==> config.mk <==
export PLATFORM = sky130hd
export DESIGN_NAME = scanline_timing_status
export DESIGN_NICKNAME = d
export VERILOG_FILES = /design/src/design/slts_pkg.sv /design/src/design/slts_ctrl.sv /design/src/design/slts_dpath.sv /design/src/design/scanline_timing_status.sv
export SDC_FILE = /design/constraint.sdc
export NUM_CORES = 1
export LEC_CHECK = 0
export BUFFER_PORTS_ARGS = -buffer_cell sky130_fd_sc_hd__clkbuf_2
export CAP_MARGIN = 20
export CELL_PAD_IN_SITES_DETAIL_PLACEMENT = 0
export CELL_PAD_IN_SITES_GLOBAL_PLACEMENT = 1
export CORE_UTILIZATION = 40
export CTS_CLUSTER_SIZE = 16
export DETAILED_ROUTE_END_ITERATION = 12
export GPL_TIMING_DRIVEN = 0
export PLACE_DENSITY_LB_ADDON = 0.1
export RECOVER_POWER = 100
export SYNTH_ARGS = -nofsm -noshare
export SYNTH_HDL_FRONTEND = slang
export SYNTH_SLANG_ARGS = --single-unit
==> constraint.sdc <==
create_clock -name clock -period 2.49 [get_ports clock]
set_input_delay 0.1245 -clock clock [delete_from_list [all_inputs] [get_ports clock]]
set_output_delay 0.1245 -clock clock [all_outputs]
set_load 0.03 [all_outputs]
==> src/design/slts_pkg.sv <==
// Package for the scanline timing and status block.
// Holds widths, register indexes, default timing constants and shared types.
// No dependencies.
`timescale 1ns / 1ps
`default_nettype none

package slts_pkg;

   // Field and state widths.
   localparam int ACC_W      = 13;
   localparam int ELAPSED_W  = 12;
   localparam int LINE_W     = 8;
   localparam int CSR_IDX_W  = 2;
   localparam int CSR_DATA_W = 8;

   // Default display timing.
   localparam int DEF_LINE_CYCLES = 1232;
   localparam int DEF_DRAW_CYCLES = 960;
   localparam int DEF_LAST_LINE   = 227;
   localparam int DEF_VBLANK_LINE = 160;

   // Configuration register indexes.
   localparam logic [CSR_IDX_W-1:0] CSR_VCOUNT_COMPARE = 2'd0;
   localparam logic [CSR_IDX_W-1:0] CSR_VBLANK_IRQ_EN  = 2'd1;
   localparam logic [CSR_IDX_W-1:0] CSR_HBLANK_IRQ_EN  = 2'd2;
   localparam logic [CSR_IDX_W-1:0] CSR_VMATCH_IRQ_EN  = 2'd3;

   typedef struct packed {
      logic [LINE_W-1:0] vcount_compare;
      logic              vblank_irq_enable;
      logic              hblank_irq_enable;
      logic              vmatch_irq_enable;
   } cfg_type;

   // Commands from the controller to the datapath.
   typedef struct packed {
      logic load;   // add the elapsed cycles of a new transaction
      logic step;   // retire one whole line from the accumulator
      logic emit;   // copy the status into the result register
   } cmd_type;

   // Status from the datapath to the controller.
   typedef struct packed {
      logic line_pending;   // accumulator still holds a whole line
   } sts_type;

   typedef enum logic [0:0] {
      ST_IDLE,
      ST_LINES
   } state_type;

endpackage

`default_nettype wire

==> src/design/slts_ctrl.sv <==
// Controller state machine of the scanline timing block.
// Depends on slts_pkg; drives the datapath commands and the handshakes.
`timescale 1ns / 1ps
`default_nettype none

module slts_ctrl
   import slts_pkg::*;
(
   input  wire logic    clock,
   input  wire logic    reset,
   input  wire logic    req_valid,
   output logic         req_ready,
   output logic         rsp_valid,
   input  wire logic    rsp_ready,
   input  wire sts_type sts,
   output cmd_type      cmd
);

   state_type state_ff, state_in;
   logic      rsp_valid_ff, rsp_valid_in;

   always_ff @(posedge clock) begin
      if (reset) begin
         state_ff     <= ST_IDLE;
         rsp_valid_ff <= 1'b0;
      end else begin
         state_ff     <= state_in;
         rsp_valid_ff <= rsp_valid_in;
      end
   end

   always_comb begin
      state_in  = state_ff;
      cmd       = '0;
      req_ready = 1'b0;
      unique case (state_ff)
         ST_IDLE: begin
            req_ready = 1'b1;
            if (req_valid) begin
               cmd.load = 1'b1;
               state_in = ST_LINES;
            end
         end
         ST_LINES: begin
            if (sts.line_pending) begin
               cmd.step = 1'b1;
            end else if (!rsp_valid_ff || rsp_ready) begin
               // The result register is free or is being drained this cycle.
               cmd.emit = 1'b1;
               state_in = ST_IDLE;
            end
         end
         default: begin
            state_in = ST_IDLE;
         end
      endcase

      if (cmd.emit) begin
         rsp_valid_in = 1'b1;
      end else if (rsp_ready) begin
         rsp_valid_in = 1'b0;
      end else begin
         rsp_valid_in = rsp_valid_ff;
      end
   end

   assign rsp_valid = rsp_valid_ff;

endmodule

`default_nettype wire

==> src/design/slts_dpath.sv <==
// Datapath of the scanline timing block: accumulator, line counter, flags.
// Depends on slts_pkg; steered by the command struct from slts_ctrl.
`timescale 1ns / 1ps
`default_nettype none

module slts_dpath
   import slts_pkg::*;
#(
   parameter int LINE_CYCLES = DEF_LINE_CYCLES,
   parameter int DRAW_CYCLES = DEF_DRAW_CYCLES,
   parameter int LAST_LINE   = DEF_LAST_LINE,
   parameter int VBLANK_LINE = DEF_VBLANK_LINE
)
(
   input  wire logic                 clock,
   input  wire logic                 reset,
   input  wire cmd_type              cmd,
   output sts_type                   sts,
   input  wire cfg_type              cfg,
   input  wire logic [ELAPSED_W-1:0] elapsed_cycles,
   output logic [LINE_W-1:0]         rsp_line_number,
   output logic                      rsp_hblank_flag,
   output logic                      rsp_vblank_flag,
   output logic                      rsp_match_flag,
   output logic                      rsp_irq_vblank,
   output logic                      rsp_irq_hblank,
   output logic                      rsp_irq_vmatch,
   output logic                      rsp_dma_vblank_trigger
);

   localparam logic [ACC_W-1:0]  LineCyc   = ACC_W'(LINE_CYCLES);
   localparam logic [ACC_W-1:0]  DrawCyc   = ACC_W'(DRAW_CYCLES);
   localparam logic [LINE_W:0]   LastLine  = (LINE_W + 1)'(LAST_LINE);
   localparam logic [LINE_W-1:0] VblLine   = LINE_W'(VBLANK_LINE);

   logic [ACC_W-1:0]  acc_ff, acc_in;
   logic [LINE_W-1:0] line_ff, line_in;
   logic              hblank_ff, hblank_in;
   logic              vblank_ff, vblank_in;
   logic              match_ff, match_in;
   logic              irq_v_ff, irq_v_in;
   logic              irq_h_ff, irq_h_in;
   logic              irq_m_ff, irq_m_in;
   logic              dma_ff, dma_in;

   logic [LINE_W-1:0] out_line_ff;
   logic              out_hblank_ff, out_vblank_ff, out_match_ff;
   logic              out_irq_v_ff, out_irq_h_ff, out_irq_m_ff, out_dma_ff;

   logic [ACC_W-1:0]  acc_sum;
   logic [LINE_W:0]   line_inc;
   logic [LINE_W-1:0] line_next;

   assign acc_sum   = acc_ff + ACC_W'(elapsed_cycles);
   assign line_inc  = {1'b0, line_ff} + (LINE_W + 1)'(1);
   assign line_next = (line_inc > LastLine) ? '0 : line_inc[LINE_W-1:0];

   assign sts.line_pending = (acc_ff >= LineCyc);

   always_comb begin
      acc_in    = acc_ff;
      line_in   = line_ff;
      hblank_in = hblank_ff;
      vblank_in = vblank_ff;
      match_in  = match_ff;
      irq_v_in  = irq_v_ff;
      irq_h_in  = irq_h_ff;
      irq_m_in  = irq_m_ff;
      dma_in    = dma_ff;

      if (cmd.load) begin
         // The hblank test sees the sum before any line is retired.
         acc_in    = acc_sum;
         hblank_in = (acc_sum >= DrawCyc);
         irq_h_in  = (acc_sum >= DrawCyc) && !hblank_ff && cfg.hblank_irq_enable;
         irq_v_in  = 1'b0;
         irq_m_in  = 1'b0;
         dma_in    = 1'b0;
      end else if (cmd.step) begin
         acc_in  = acc_ff - LineCyc;
         line_in = line_next;
         if (line_next == VblLine) begin
            vblank_in = 1'b1;
            irq_v_in  = irq_v_ff | cfg.vblank_irq_enable;
            dma_in    = 1'b1;
         end else if (line_next == '0) begin
            vblank_in = 1'b0;
         end
         match_in = (line_next == cfg.vcount_compare);
         irq_m_in = irq_m_ff | ((line_next == cfg.vcount_compare) && cfg.vmatch_irq_enable);
      end
   end

   always_ff @(posedge clock) begin
      if (reset) begin
         acc_ff    <= '0;
         line_ff   <= '0;
         hblank_ff <= 1'b0;
         vblank_ff <= 1'b0;
         match_ff  <= 1'b0;
         irq_v_ff  <= 1'b0;
         irq_h_ff  <= 1'b0;
         irq_m_ff  <= 1'b0;
         dma_ff    <= 1'b0;
      end else begin
         acc_ff    <= acc_in;
         line_ff   <= line_in;
         hblank_ff <= hblank_in;
         vblank_ff <= vblank_in;
         match_ff  <= match_in;
         irq_v_ff  <= irq_v_in;
         irq_h_ff  <= irq_h_in;
         irq_m_ff  <= irq_m_in;
         dma_ff    <= dma_in;
      end
   end

   // Result register, loaded once per transaction.
   always_ff @(posedge clock) begin
      if (cmd.emit) begin
         out_line_ff   <= line_ff;
         out_hblank_ff <= hblank_ff;
         out_vblank_ff <= vblank_ff;
         out_match_ff  <= match_ff;
         out_irq_v_ff  <= irq_v_ff;
         out_irq_h_ff  <= irq_h_ff;
         out_irq_m_ff  <= irq_m_ff;
         out_dma_ff    <= dma_ff;
      end
   end

   assign rsp_line_number        = out_line_ff;
   assign rsp_hblank_flag        = out_hblank_ff;
   assign rsp_vblank_flag        = out_vblank_ff;
   assign rsp_match_flag         = out_match_ff;
   assign rsp_irq_vblank         = out_irq_v_ff;
   assign rsp_irq_hblank         = out_irq_h_ff;
   assign rsp_irq_vmatch         = out_irq_m_ff;
   assign rsp_dma_vblank_trigger = out_dma_ff;

endmodule

`default_nettype wire

==> src/design/scanline_timing_status.sv <==
// Scanline timing and display status generator.
//
// Input channel (req_*): each transaction carries req_elapsed_cycles, the
// number of clock cycles that passed since the previous transaction. The
// block adds it to the cycle count within the current line, updates the
// hblank flag, then retires whole lines one at a time and updates the line
// number, vblank flag and line-match flag. Result channel (rsp_*): exactly
// one result transaction per input transaction, carrying the line number,
// the three status flags and the interrupt and vblank DMA pulses for that
// step. Configuration port (csr_*): the compare line and three interrupt
// enables, written only while the block is idle; the user must keep to
// that, since the block itself does not enforce it.
// After the accepting edge the datapath retires the N whole lines that the
// transaction brings, subtracting one line period per cycle, then loads the
// result register once it is free, which raises rsp_valid. With the default
// timing N is at most 4; a new item is accepted in the cycle after its
// result is loaded.
//
// Reset clears the line count, the accumulator, all flags, the CSRs and
// rsp_valid, but not the result register. When the receiver stalls the
// result waits in its output register; the block still accepts and works
// on one more transaction, holding it until the output register drains.
`timescale 1ns / 1ps
`default_nettype none

module scanline_timing_status
   import slts_pkg::*;
#(
   parameter int LINE_CYCLES = DEF_LINE_CYCLES,
   parameter int DRAW_CYCLES = DEF_DRAW_CYCLES,
   parameter int LAST_LINE   = DEF_LAST_LINE,
   parameter int VBLANK_LINE = DEF_VBLANK_LINE
)
(
   input  wire logic                  clock,
   input  wire logic                  reset,
   input  wire logic                  req_valid,
   output logic                       req_ready,
   input  wire logic [ELAPSED_W-1:0]  req_elapsed_cycles,
   output logic                       rsp_valid,
   input  wire logic                  rsp_ready,
   output logic [LINE_W-1:0]          rsp_line_number,
   output logic                       rsp_hblank_flag,
   output logic                       rsp_vblank_flag,
   output logic                       rsp_match_flag,
   output logic                       rsp_irq_vblank,
   output logic                       rsp_irq_hblank,
   output logic                       rsp_irq_vmatch,
   output logic                       rsp_dma_vblank_trigger,
   input  wire logic                  csr_write_enable,
   input  wire logic [CSR_IDX_W-1:0]  csr_index,
   input  wire logic [CSR_DATA_W-1:0] csr_write_data
);

   cfg_type cfg_ff, cfg_in;
   cmd_type cmd;
   sts_type sts;

   // Configuration registers; each keeps only the bits of its own width.
   always_comb begin
      cfg_in = cfg_ff;
      if (csr_write_enable) begin
         unique case (csr_index)
            CSR_VCOUNT_COMPARE: cfg_in.vcount_compare    = csr_write_data[LINE_W-1:0];
            CSR_VBLANK_IRQ_EN:  cfg_in.vblank_irq_enable = csr_write_data[0];
            CSR_HBLANK_IRQ_EN:  cfg_in.hblank_irq_enable = csr_write_data[0];
            CSR_VMATCH_IRQ_EN:  cfg_in.vmatch_irq_enable = csr_write_data[0];
            default:            cfg_in = cfg_ff;
         endcase
      end
   end

   always_ff @(posedge clock) begin
      if (reset) begin
         cfg_ff <= '0;
      end else begin
         cfg_ff <= cfg_in;
      end
   end

   slts_ctrl u_ctrl (
      .clock     (clock),
      .reset     (reset),
      .req_valid (req_valid),
      .req_ready (req_ready),
      .rsp_valid (rsp_valid),
      .rsp_ready (rsp_ready),
      .sts       (sts),
      .cmd       (cmd)
   );

   slts_dpath #(
      .LINE_CYCLES (LINE_CYCLES),
      .DRAW_CYCLES (DRAW_CYCLES),
      .LAST_LINE   (LAST_LINE),
      .VBLANK_LINE (VBLANK_LINE)
   ) u_dpath (
      .clock                  (clock),
      .reset                  (reset),
      .cmd                    (cmd),
      .sts                    (sts),
      .cfg                    (cfg_ff),
      .elapsed_cycles         (req_elapsed_cycles),
      .rsp_line_number        (rsp_line_number),
      .rsp_hblank_flag        (rsp_hblank_flag),
      .rsp_vblank_flag        (rsp_vblank_flag),
      .rsp_match_flag         (rsp_match_flag),
      .rsp_irq_vblank         (rsp_irq_vblank),
      .rsp_irq_hblank         (rsp_irq_hblank),
      .rsp_irq_vmatch         (rsp_irq_vmatch),
      .rsp_dma_vblank_trigger (rsp_dma_vblank_trigger)
   );

endmodule

`default_nettype wire

Yosys cells after proc, flatten, opt, wreduce, memory -nomap -nowiden
Index checks and enable logic that the tools add are counted.
{"block": "word_totals", "n_memories": 0, "latchBits": 0, "mem_bits_rw": 0, "wordCells": 74, "input_bits": 27, "rom_bits": 0, "register_bits": 56}
{"block": "classes", "n_lt_le_gt_ge": 3, "n_reduce_logical": 19, "addsub": 3, "bitwise_logic": 4, "n_eq_ne": 5, "muxes": 17, "n_div": 0, "mul": 0, "n_shift": 0}
{"op": "two-way mux 13 bit", "n": 2}
{"op": "adder 13 x 12 -> 13 bit", "n": 1}
{"op": ">= comparator 13 x 10 -> 1 bit (second input constant)", "n": 1}
{"op": ">= comparator 13 x 11 -> 1 bit (second input constant)", "n": 1}
{"op": "subtractor 13 x 11 -> 13 bit (second input constant)", "n": 1}
{"op": "two-way mux 1 bit", "n": 12}
{"op": "AND reduction 2 bit", "n": 6}
{"op": "adder 8 x 1 -> 9 bit (second input constant)", "n": 1}
{"op": "> comparator 9 x 8 -> 1 bit (second input constant)", "n": 1}
{"op": "== test 8 bit", "n": 1}
{"op": "== test 8 bit (second input constant)", "n": 1}
{"op": "zero test 8 bit", "n": 1}
{"op": "two-way mux 8 bit", "n": 1}
{"op": "nonzero test 2 bit", "n": 3}
{"op": "== test 2 bit (second input constant)", "n": 2}
{"op": "logical AND 1 bit", "n": 3}
{"op": "AND reduction 3 bit", "n": 1}
{"op": "== test 2 x 1 -> 1 bit (second input constant)", "n": 1}
{"op": "zero test 1 bit", "n": 2}
{"op": "zero test 2 bit", "n": 1}
{"op": "two-way mux 2 bit", "n": 1}
{"op": "NOT 1 bit", "n": 2}
{"op": "bitwise OR 1 bit", "n": 2}
{"op": "case mux 1 bit (2 select lines)", "n": 1}
{"op": "2 further kinds", "n": 2}

Longest topological paths before layout
{"block": "depth", "word_depth": 7, "depth_mapped": 10, "depth_no_buf": 10}

By module
From an unflattened synthesis, not the netlist that was laid out.
{"block": "hier_totals", "hier_cells": 377, "hier_area_um2": 3458.3}
{"mod": "slts_dpath", "seq_area_each_um2": 1011.0, "area_each_um2": 2849.0, "n_inst": 1, "cells_each": 317}
{"mod": "scanline_timing_status", "seq_area_each_um2": 220.2, "area_each_um2": 498.0, "n_inst": 1, "cells_each": 47}
{"mod": "slts_ctrl", "seq_area_each_um2": 40.0, "area_each_um2": 111.4, "n_inst": 1, "cells_each": 13}

Worst setup path before layout
No wires, ideal clock.
{"block": "synth_path", "kind": "register -> register", "start": "register u_dpath.line_ff[0]", "end": "register u_dpath.irq_m_ff", "arrival_ps": 2292, "period_less_slack_ps": 2361, "required_time_ps": 2421, "n_path_buf": 1, "path_slack_ps": 129, "setup_time_ps": 69, "stages_incl_launch_ff": 10, "cell_sequence": "dfxtp_1 > buf_2 > inv_1 > ha_1 > or3_1 > nand4_1 > nand3_2 > o311a_1 > or4_1 > o21ai_1"}
{"block": "synth_via", "elab_chain_cells": 6}
{"element": "start, declared", "line_no": "slts_dpath.sv:37", "rtl": "logic [LINE_W-1:0] line_ff, line_in;"}
{"element": "start signal, assigned", "line_no": "slts_dpath.sv:107", "rtl": "line_ff <= line_in;"}
{"element": "adder 8 x 1 -> 9 bit *", "line_no": "slts_dpath.sv:55", "rtl": "assign line_inc = {1'b0, line_ff} + (LINE_W + 1)'(1);"}
{"element": "> comparator 9 x 8 -> 1 bit", "line_no": "slts_dpath.sv:56", "rtl": "assign line_next = (line_inc > LastLine) ? '0 : line_inc[LINE_W-1:0];"}
{"element": "two-way mux 8 bit *", "line_no": "slts_dpath.sv:56"}
{"element": "== test 8 bit *", "line_no": "slts_dpath.sv:90", "rtl": "irq_m_in = irq_m_ff | ((line_next == cfg.vcount_compare) && cfg.vmatch_irq_enable);"}
{"element": "logical AND 1 bit *", "line_no": "slts_dpath.sv:90"}
{"element": "bitwise OR 1 bit *", "line_no": "slts_dpath.sv:90"}
{"element": "end signal, assigned", "line_no": "slts_dpath.sv:113", "rtl": "irq_m_ff <= irq_m_in;"}
{"element": "end, declared", "line_no": "slts_dpath.sv:43", "rtl": "logic irq_m_ff, irq_m_in;"}
Mark *: on every way between the ends. The rest lies on a longest branch, timed or not.
A chain may end at the register's enable or synchronous reset.

Final worst setup path
{"block": "layout_path", "start": "register u_dpath.acc_ff[0]", "end": "register u_dpath.irq_h_ff"}
{"block": "layout_via", "elab_chain_cells": 4}
{"element": "start, declared", "line_no": "slts_dpath.sv:36", "rtl": "logic [ACC_W-1:0] acc_ff, acc_in;"}
{"element": "start signal, assigned", "line_no": "slts_dpath.sv:106", "rtl": "acc_ff <= acc_in;"}
{"element": "adder 13 x 12 -> 13 bit", "line_no": "slts_dpath.sv:54", "rtl": "assign acc_sum = acc_ff + ACC_W'(elapsed_cycles);"}
{"element": ">= comparator 13 x 10 -> 1 bit", "line_no": "slts_dpath.sv:75", "rtl": "irq_h_in = (acc_sum >= DrawCyc) && !hblank_ff && cfg.hblank_irq_enable;"}
{"element": "logical AND 1 bit (2 in series)", "line_no": "slts_dpath.sv:75"}
{"element": "end signal, assigned", "line_no": "slts_dpath.sv:112", "rtl": "irq_h_ff <= irq_h_in;"}
{"element": "end, declared", "line_no": "slts_dpath.sv:42", "rtl": "logic irq_h_ff, irq_h_in;"}
No other way between the ends.

==> out/qor.txt <==
TritonCTS Buffers - 5
Yosys cell types - 61
Starting density of the core - 42.1%
Core Region - 7890 um2
Worst-margin pin slew - 670 ps
Port bufs - 43
Ports - 44
Area fraction of the dominant cell type after synthesis - 24.7%
Clock Sink Count - 56
Finish-stage setup viols - 0
Routed wire length - 8450 um
Clock Latency Late Sink - 310 ps
# hold bufs at CTS - 0
First drt pass iteration count - 4
Buf/Inv on CP - 1
Worst Path Arrival - 2720 ps
Critical Path Fanout Max - 4
Period minus WS final - 2460 ps
Fin nets - 478
H-tree levels - 2
CP Class - flip-flop to flip-flop
Layout cells sized above 1 - 22.1%
Post-DP HPWL - 6130 um
Pwr per Cell Area - 621 nW/um2
Mean post-synth cell area - 8.91 um2
Fin. Hold Viols - 0
Top_reg_cell synth - dfxtp_1
Post-Synthesis Cells - 373
Final Wtd Congestion - 0.839
CP Launch Type - flip-flop
Peak supply drop - 382 uV
Post-placement cell count - 519
Root Buffer - clkbuf_8
Chip width - 93.1 um
Gr ovfl total - 0
Crit-path cells - ha_4 -> inv_2 -> fa_2 -> nand2b_4 -> a21oi_4 -> or2_4 -> o221ai_4 -> or3_4 -> o2111ai_4 -> a32o_1
Register area share after synthesis - 38.3%
Nature of the critical path endpoint - flip-flop
Initial antenna violation count - 0
Max_cap viols - 0
Post-route ant nets - 0
Reg-to-reg startpoint - u_dpath.acc_ff[0]$_SDFFE_PP0P_
Design area - 4060 um2
CTS tree - built
Met2 usage - 28.1%
Min-delay worst type - primary input to flip-flop
Die Span Y - 93.1 um
Synth area leaders - dfxtp_1 25%, edfxtp_1 14%, ha_1 6.0%, nor2_1 4.6%, a21oi_1 3.8%
Fin cells - 537
DR vias - 2940
DR WL/cell - 15.7 um
Leakage power - 1.57 nW
Total power - 0.00252 W
DRC - 0
Synth Register Bits - 56
Rel. slew slack - 55.3%
Clk pin slew, worst setup/hold paths - 110 ps
Worst-case clock buffer depth - 2
Total GRT Usage - 19.6%
Met1 usage - 30.4%
Fin worst setup slack - 32.7 ps
Critical Path Source - u_dpath.acc_ff[0]$_SDFFE_PP0P_
Area grow syn2layout - 22.1%
Most frequent cells in the layout - 41 x nor2_1, 35 x dfxtp_1, 26 x clkbuf_1, 25 x clkbuf_2
First-pass GRT wire length - 13400 um
WP data required - 2750 ps
Fmax - 407 MHz
YS warnings - 0
Vias per cell - 5.47
RSZ-0062 raised after global routing - yes
Delay-heaviest family, CP - simple AND/OR/NAND/NOR gates
# diodes - 0
Number of flops mapped to enable cells by yosys - 15
DP Area - 3680 um2
Largest net degree at the start of global routing - 20
Iter 0 DRT Violations - 164
Die area - 8670 um2
Syn Nets - 417
CP peak stage delay - 420 ps
Async SR Flop Fraction - 0%
Netlist Area Pre-Place - 3320 um2
Layout Skew - 7.59 ps
Commonest non-fill, non-tap cell in the layout - nor2_1
FILL cells - 758
Area leader, netlist - dfxtp_1
Final period util - 98.7%
Max Slew Vio Count - 0
Worst hold start - csr_write_data[3]
Row cnt - 32
CP max stage cell - or3_4
Status - complete, no violations
Vias in the first global route - 2649
GRT busiest layer - met1
Dpl ws - -302 ps
GR Layer Usage met3 - 2.85%
==> per-stage QoR <==
stage | utilization [%] | hold WS, ps | TNS (ps)
after floorplan | - | 268 | 0
after global placement | 46.5 | 360 | -5880
after detailed placement | 46.6 | 367 | -1310
after CTS | 48.5 | 36.7 | -184
after global routing | 51.4 | 46.9 | -73.0
final | 51.4 | 41.1 | 0
==> report_power, final <==
group          switching [W]  total [W]  internal [W]
logic               0.000520   0.000892      0.000372
clock network       0.000324   0.000530      0.000206
registers          0.0000765    0.00110       0.00102
total               0.000920    0.00252       0.00160
==> final timing paths <==
| check | end | slack, ps | depth (start not counted) |
|---|---|---|---|
| setup / recovery | u_dpath.irq_h_ff$_SDFFE_PP0P_ | 30 | 10 |
| hold / removal | cfg_ff[6]$_SDFFE_PP0P_ | 40 | 3 |
| setup reg to reg | u_dpath.irq_h_ff$_SDFFE_PP0P_ | 30 | 10 |
| hold reg to reg | u_dpath.rsp_irq_hblank$_DFFE_PP_ | 440 | 0 |
==> worst min-delay path: cells and delay by family <==
family | cells | cell delay [ps]
buf+inv | 1 | 70
mux | 1 | 50
simple gates | 1 | 70
==> cell usage after synthesis, types with 3 or more instances <==
cell type   n
nand2b_1    3
o21a_1      3
o22ai_1     4
nor2_1     41
mux2i_1    12
nand3_1    13
clkbuf_1    7
xnor2_1    12
nand4_1     7
nand3b_1    3
buf_2       7
a211oi_1   12
a31oi_1     9
o21ai_0    14
a21o_1      9
nor2b_1     7
edfxtp_1   15
xor2_1      7
inv_1      14
dfxtp_1    41
ha_1       16
nor4_1      3
nand2_1    24
a21oi_1    25
nor3_1     10
o211ai_1    4
or3_1       4
==> logic make-up after synthesis <==
kind of cell	share of synthesized area, %
buf+inv	4.33
simple gates	19.9
compound gates	21.4
xor+xnor	5.84
fa+ha+maj	6.63
mux	3.62
flops	38.3
==> sequential cells by signal, summed over array words and instances, names as in the netlist <==
register                        cells
cfg_ff                             11
u_dpath.acc_ff                     13
u_dpath.rsp_hblank_flag             1
u_dpath.dma_ff                      1
u_dpath.rsp_match_flag              1
u_dpath.vblank_ff                   1
u_dpath.rsp_irq_vblank              1
u_dpath.rsp_irq_hblank              1
u_dpath.rsp_irq_vmatch              1
u_dpath.rsp_dma_vblank_trigger      1
u_dpath.irq_h_ff                    1
u_dpath.match_ff                    1
u_dpath.irq_m_ff                    1
u_dpath.rsp_line_number             8
u_dpath.line_ff                     8
u_dpath.rsp_vblank_flag             1
u_dpath.hblank_ff                   1
u_ctrl.rsp_valid                    1
u_dpath.irq_v_ff                    1
u_ctrl.state_ff                     1
==> routing by layer <==
| layer | part of all wire, % | vias up |
|---|---|---|
| met4 | 1.1 | 0 |
| met3 | 4.7 | 8 |
| li1 | - | 1507 |
| met2 | 42 | 70 |
| met5 | 0 | - |
| met1 | 52 | 1355 |
==> area by class of cell <==
class                   instances  area (um2)  share of cell area [%]
inverters                      14        52.6                    1.30
multi-input cells             285        2120                    52.1
clock inverters                 3        26.3                   0.648
clock buffers                   5        68.8                    1.70
plain buffers                  18         104                    2.56
well taps                     102         128                    3.15
repair buffers                 54         279                    6.88
flip-flops and latches         56        1280                    31.6
==> repair_timing <==
item / 4_1_cts / 5_1_grt
gates cloned: 0 / 0
gates resized for setup: 12 / 38
setup endpoints to repair: 6 / 21
setup buffers: 1 / 9
pin swaps: 1 / 12
(Power assumes the default switching activity.)
